[src/sv/rrcqd_pkg.sv]
// ----------------------------------------------------------------------------
// rrcqd_pkg
// shared types and codes for the round robin client queue dispatcher
// ----------------------------------------------------------------------------
package rrcqd_pkg;

  localparam logic [2:0] CMD_CONNECT    = 3'd0;
  localparam logic [2:0] CMD_DISCONNECT = 3'd1;
  localparam logic [2:0] CMD_ENQUEUE    = 3'd2;
  localparam logic [2:0] CMD_DISPATCH   = 3'd3;
  localparam logic [2:0] CMD_CHECK      = 3'd4;

  localparam logic [2:0] ST_OK       = 3'd0;
  localparam logic [2:0] ST_REJECTED = 3'd1;
  localparam logic [2:0] ST_FULL     = 3'd2;
  localparam logic [2:0] ST_REFUSED  = 3'd3;
  localparam logic [2:0] ST_EMPTY    = 3'd4;

  typedef struct packed {
    logic [2:0]  command;
    logic [15:0] conn_id;
    logic [31:0] conn_epoch;
    logic [63:0] request_payload;
    logic        port_accepts;
  } in_item_t;

  typedef struct packed {
    logic [2:0]  status;
    logic        offer_valid;
    logic [15:0] offer_client_id;
    logic [31:0] offer_epoch;
    logic [63:0] offer_payload;
    logic        is_current;
    logic [31:0] drop_total;
    logic [31:0] full_total;
    logic [31:0] submitted_total;
  } out_item_t;

  typedef enum logic [1:0] {
    BK_IDLE,
    BK_READ,
    BK_SEND
  } bk_state_t;

endpackage

[src/sv/rrcqd_front.sv]
// ----------------------------------------------------------------------------
// rrcqd_front
// two-entry command queue at the input, stalling the sender while full
// ----------------------------------------------------------------------------
module rrcqd_front (
  input  logic                 clk,
  input  logic                 rst_n,
  input  logic                 in_valid,
  output logic                 in_stall,
  input  rrcqd_pkg::in_item_t  in_data,
  output logic                 q_valid,
  input  logic                 q_pop,
  output rrcqd_pkg::in_item_t  q_data
);

  rrcqd_pkg::in_item_t mem_r [2];
  logic       wp_r, rp_r;
  logic [1:0] cnt_r;
  logic       push;

  assign in_stall = (cnt_r == 2'd2);
  assign push     = in_valid && !in_stall;
  assign q_valid  = (cnt_r != 2'd0);
  assign q_data   = mem_r[rp_r];

  always_ff @(posedge clk) begin
    if (push) begin
      mem_r[wp_r] <= in_data;
    end
  end

  always_ff @(posedge clk) begin
    if (!rst_n) begin
      wp_r  <= 1'b0;
      rp_r  <= 1'b0;
      cnt_r <= 2'd0;
    end else begin
      if (push) wp_r <= ~wp_r;
      if (q_pop) rp_r <= ~rp_r;
      cnt_r <= cnt_r + {1'b0, push} - {1'b0, q_pop};
    end
  end

endmodule

[config.mk]
export PLATFORM = sky130hd
export DESIGN_NAME = rrcqd_front
export DESIGN_NICKNAME = d
export VERILOG_FILES = /design/src/sv/rrcqd_pkg.sv /design/src/sv/rrcqd_front.sv
export SDC_FILE = /design/constraint.sdc
export NUM_CORES = 1
export LEC_CHECK = 0
export ABC_AREA = 0
export BUFFER_PORTS_ARGS = -buffer_cell sky130_fd_sc_hd__buf_4
export CAP_MARGIN = 30
export CORE_ASPECT_RATIO = 0.5
export CORE_MARGIN = 5
export CORE_UTILIZATION = 40
export CTS_BUF_LIST = sky130_fd_sc_hd__clkbuf_16
export CTS_CLUSTER_SIZE = 30
export DETAILED_ROUTE_END_ITERATION = 8
export GPL_TIMING_DRIVEN = 0
export SLEW_MARGIN = 0
export SYNTH_ARGS = -nofsm -noshare
export SYNTH_HDL_FRONTEND = slang
export SYNTH_SLANG_ARGS = --single-unit
[constraint.sdc]
create_clock -name clk -period 13.73 [get_ports clk]
set_clock_uncertainty 0.2 [all_clocks]
set_input_delay 0.6865 -clock clk [delete_from_list [all_inputs] [get_ports clk]]
set_output_delay 0.6865 -clock clk [all_outputs]
set_load 0.02 [all_outputs]
Word level (Yosys, flattened, before mapping) --
Memory sizes are Yosys's and may differ from the RTL's. A register that Yosys moved wholly into a read port is not among the register bits. Cells that the tools add are included.
Cells by class: add/subtract/negate cells 2, equal/unequal tests 1, mux-type cells 4, bitwise gates (word level) 2, reduce and logical (&&, ||, !) cells 3
Operator list (number):
- 1-bit 2-to-1 mux | 4
- 2-bit by 1-bit adder with 2-bit output | 1
- 2-bit == test (second input constant) | 1
- 1-bit NOT | 2
- 2-bit nonzero test | 1
- 2-bit by 1-bit subtractor with 2-bit output | 1
- 1-bit logical AND | 1
- 1-bit zero test | 1
Storage, ports and cells: register bits after elaboration 4, bits in writable memories 232, input bits 120, word-level logic and storage cells 16, memories 1
Memories:
- mem_r | depth 2, width 116, read ports 1, clocked after memory_dff 1, wr ports 1, RTL line rrcqd_front.sv:16 | rrcqd_pkg::in_item_t mem_r [2];

Longest topological paths before layout --
depth in word-level cells 5, gate-level depth with buffers 8, mapped depth without buffers 8

Least setup slack after synthesis --
Ideal clock, no wire load.
kind in2reg, from input in_valid, to memory mem_r[0][0] in the netlist's numbering, enable pin, setup time 0.592 ns, arrival 5.603 ns, data required time 12.938 ns, path slack 7.335 ns, stages 2, cell sequence nand2_1 > nor2_1
On the way: word-level cells in the longest chain between the ends 3
RTL lines:
- from (decl) | RTL line rrcqd_front.sv:8 | input logic in_valid,
- 1-bit logical AND | RTL line rrcqd_front.sv:22 | assign push = in_valid && !in_stall;
- 1-bit 2-to-1 mux | RTL line rrcqd_front.sv:27 | if (push) begin
- 1-bit 2-to-1 mux (implied by the code) | RTL line rrcqd_front.sv:28 | mem_r[wp_r] <= in_data;
- to (decl) | RTL line rrcqd_front.sv:16
Every way passes these cells.

==> flow_metrics.py <==
metrics = {
    "detailed_routing": {
        "drt_iter0_markers": 205,
        "dr.pass1.iters": 4,
        "wl_met3_um": 751,
        "drcViolationCount": 0,
        "top_layer_used": "met4",
        "wl_um": 17900,
        "ant_nets": 0,
        "via_count": 4359,
        "wl_met2_um": 9930,
        "met1_length_um": 6870,
        "vias_per_cell": 4.50,
        "wire_per_inst_um": 18.5,
    },
    "layout": {
        "final_core_util": 0.543,
        "antenna_cells": 0,
        "final_layout_size_suffix_gt1_frac": 0.605,
        "syn_to_final_growth_pct": 34.0,
        "nets": 776,
    },
    "setup_path": {
        "critical_path.most_common_cell": "buf_6",
        "crit_buf_inv": 4,
        "crit_type": "flip-flop to output pin",
        "r2r-start": "cnt_r[0]",
        "reg2regPathDepth": 6,
        "crit_path_cell_trace": "buf_6 -> buf_6 -> buf_6 -> mux2_4 -> buf_4",
        "crit_path_max_fanout": 10,
        "slowest_delay_ns": 0.32,
        "cp_data_required_time_ns": 12.84,
        "crit_family": "buffers and inverters",
        "end_kind": "output pin",
        "start_kind": "flip-flop",
        "crit_slowest_cell": "dfxtp_1",
        "regToRegSetupSlack_ns": 11.29,
        "rr_endpoint": "mem_r[0][83]",
        "arrival_ns": 1.84,
    },
    "power": {
        "p_leak_uw": 0.00450,
        "vdd_ir_drop_max_uv": 126,
        "p_per_area_mw_per_mm2": 166,
        "finalPower_uw": 1950,
    },
    "clock_tree": {
        "cts_tree": "built",
        "clk_pin_slew_ns": 0.06,
        "clock_path_buffers": 3,
        "postCtsSetupRepairBufs": 0,
        "clockRootBuffer": "clkbuf_16",
        "clkLatencyLatePin_ns": 0.51,
        "postCtsHoldBufs": 0,
        "clock_sinks": 237,
        "cts_buffers": 23,
        "htree_levels": 1,
        "post_cts_resized": 0,
    },
    "synth": {
        "synth_fp_nets": 508,
        "yosysSeqAreaShare": 0.807,
        "synthXorXnorAreaFrac": 0.00300,
        "synth-main-ff-cell": "edfxtp_1",
        "synth_area_leaders": "edfxtp_1 (80%), mux2_2 (9.8%), mux2_4 (6.9%)",
        "synthMuxAreaShare": 0.168,
        "syn_inst": 386,
        "synth_common_cells": "edfxtp_1 (232), mux2_2 (76), mux2_4 (40)",
        "ys_ff_latch": 237,
        "synthDistinctLibCells": 17,
        "yosysTopAreaCell": "edfxtp_1",
        "netlist_area_mm2": 0.00875,
        "yosysMostFrequentCell": "edfxtp_1",
        "synth_compound_area_frac": 0,
        "syn_avg_cell_area_um2": 22.7,
        "synth_edf_count": 232,
        "yosys.area_share.simple": 0.00615,
        "synth-adder-area-share": 0.00286,
        "synth_top_family_by_area": "multiplexers",
        "synth_top_area_frac": 0.796,
        "yosysWarnings": 0,
        "async_flop_share": 0,
    },
    "floorplanning": {
        "die_w_um": 219,
        "start_util": 0.405,
        "die_h_um": 115,
        "die_area_mm2": 0.0251,
        "io_pins": 238,
        "coreArea_mm2": 0.0216,
        "rows": 38,
    },
    "placed_design": {
        "portBuffers": 237,
        "dp_hpwl_um": 12500,
        "gp_congestion": 0.713,
        "dp_slack_ns": 11.00,
    },
    "timing": {
        "hold_violations": 0,
        "fin_crit_sh": 0.198,
        "setup_viol": 0,
        "worstMarginPinSlew_ns": 0.695,
        "slew_viol_final": 0,
        "slew_headroom": 0.536,
        "final.setup.tns_ns": 0,
        "max_freq_ghz": 0.367,
        "layout_setup_ws_ns": 11.01,
        "hold_ws_ns": 0.161,
        "period_minus_slack_ns": 2.72,
        "rsz0062_at_grt": "false",
    },
    "global_routing": {
        "grtUsageTotal": 0.139,
        "antenna_found_initial": 0,
        "grt-ovfl-total": 0,
        "grt_pass1_vias": 4712,
        "grt_pass1_wl_um": 26800,
        "grt_max_degree": 48,
    },
    "min_path": {
        "min_path_type": "input pin to flip-flop",
        "min_path_cells": 1,
        "worstHoldStart": "in_data[94]",
        "whs_endpoint": "mem_r[1][94]",
    },
    "status": {
        "status": "finished clean",
    },
    "job": {
        "cap_violations": 0,
    },
}
==> kinds of logic after synthesis <==
logic type	after synthesis
XOR/XNOR	3
adder cells (fa/ha/maj)	2
buffers and inverters	16
flip-flops	237
multiplexers	117
AND/OR/NAND/NOR	11
==> layout make-up <==
| class | count | area [µm²] |
|---|---|---|
| plain buffers | 13 | 103 |
| clock buffers | 23 | 576 |
| clock inverters | 16 | 92.6 |
| fillers | 1799 | 9860 |
| inverters | 3 | 11.3 |
| multi-input cells | 133 | 1580 |
| flip-flops and latches | 237 | 7070 |
| well taps | 300 | 375 |
| repair buffers | 243 | 1920 |
==> through the flow <==
| step | instance area, µm² | instances |
|---|---|---|
| global route | 11700 | 968 |
| finish | 11700 | 968 |
| detailed placement | 11100 | 929 |
| global placement | 10900 | 923 |
| CTS | 11700 | 968 |
| floorplan | 8750 | 386 |
==> how the worst max path moves through the flow <==
stage,startpoint,end,slack [ns],cells after the start
after floorplan,in_valid,mem_r[0][0],7.33,2
after global placement,in_valid,mem_r[0][76],4.02,3
after detailed placement,in_valid,mem_r[0][76],11.00,6
after CTS,flip-flop,q_data[113],10.95,5
after global routing,flip-flop,q_data[113],10.90,5
final,flip-flop,q_data[77],11.01,5
==> cells in the final DEF, fill, tap and decap left out, drive strengths merged <==
cell,count
buf,256
edfxtp,232
mux2,116
clkbuf,23
inv,9
clkinv,9
dfxtp,5
nor2,4
nand2b,2
nand2,2
xnor2,2
ha,2
and3,1
or2,1
and2,1
mux2i,1
xor2,1
bufinv,1
==> flip-flops by register name, indices dropped and copies added (netlist names), named ones only <==
register / count
mem_r: 232
wp_r: 1
rp_r: 1
cnt_r: 2
==> worst register-to-register path: stages (launching register included) <==
cell	delay (ns)
dfxtp_1	0.35
nand2b_1	0.15
nand2_1	0.14
nor2_4	0.56
buf_12	0.30
buf_16	0.19
buf_12	0.21
==> per-layer routing <==
layer,track usage,vias up
li1,-,2061
met1,0.162,2189
met2,0.264,80
met3,0.0338,29
met4,0.0301,0
met5,0,-
==> report_power, final <==
| part | internal, µW | total, µW | switching, µW |
|---|---|---|---|
| logic | 202 | 436 | 234 |
| clock network | 321 | 570 | 250 |
| registers | 917 | 939 | 22.3 |
| total | 1440 | 1950 | 506 |
Power figures use the tool's default switching activity.
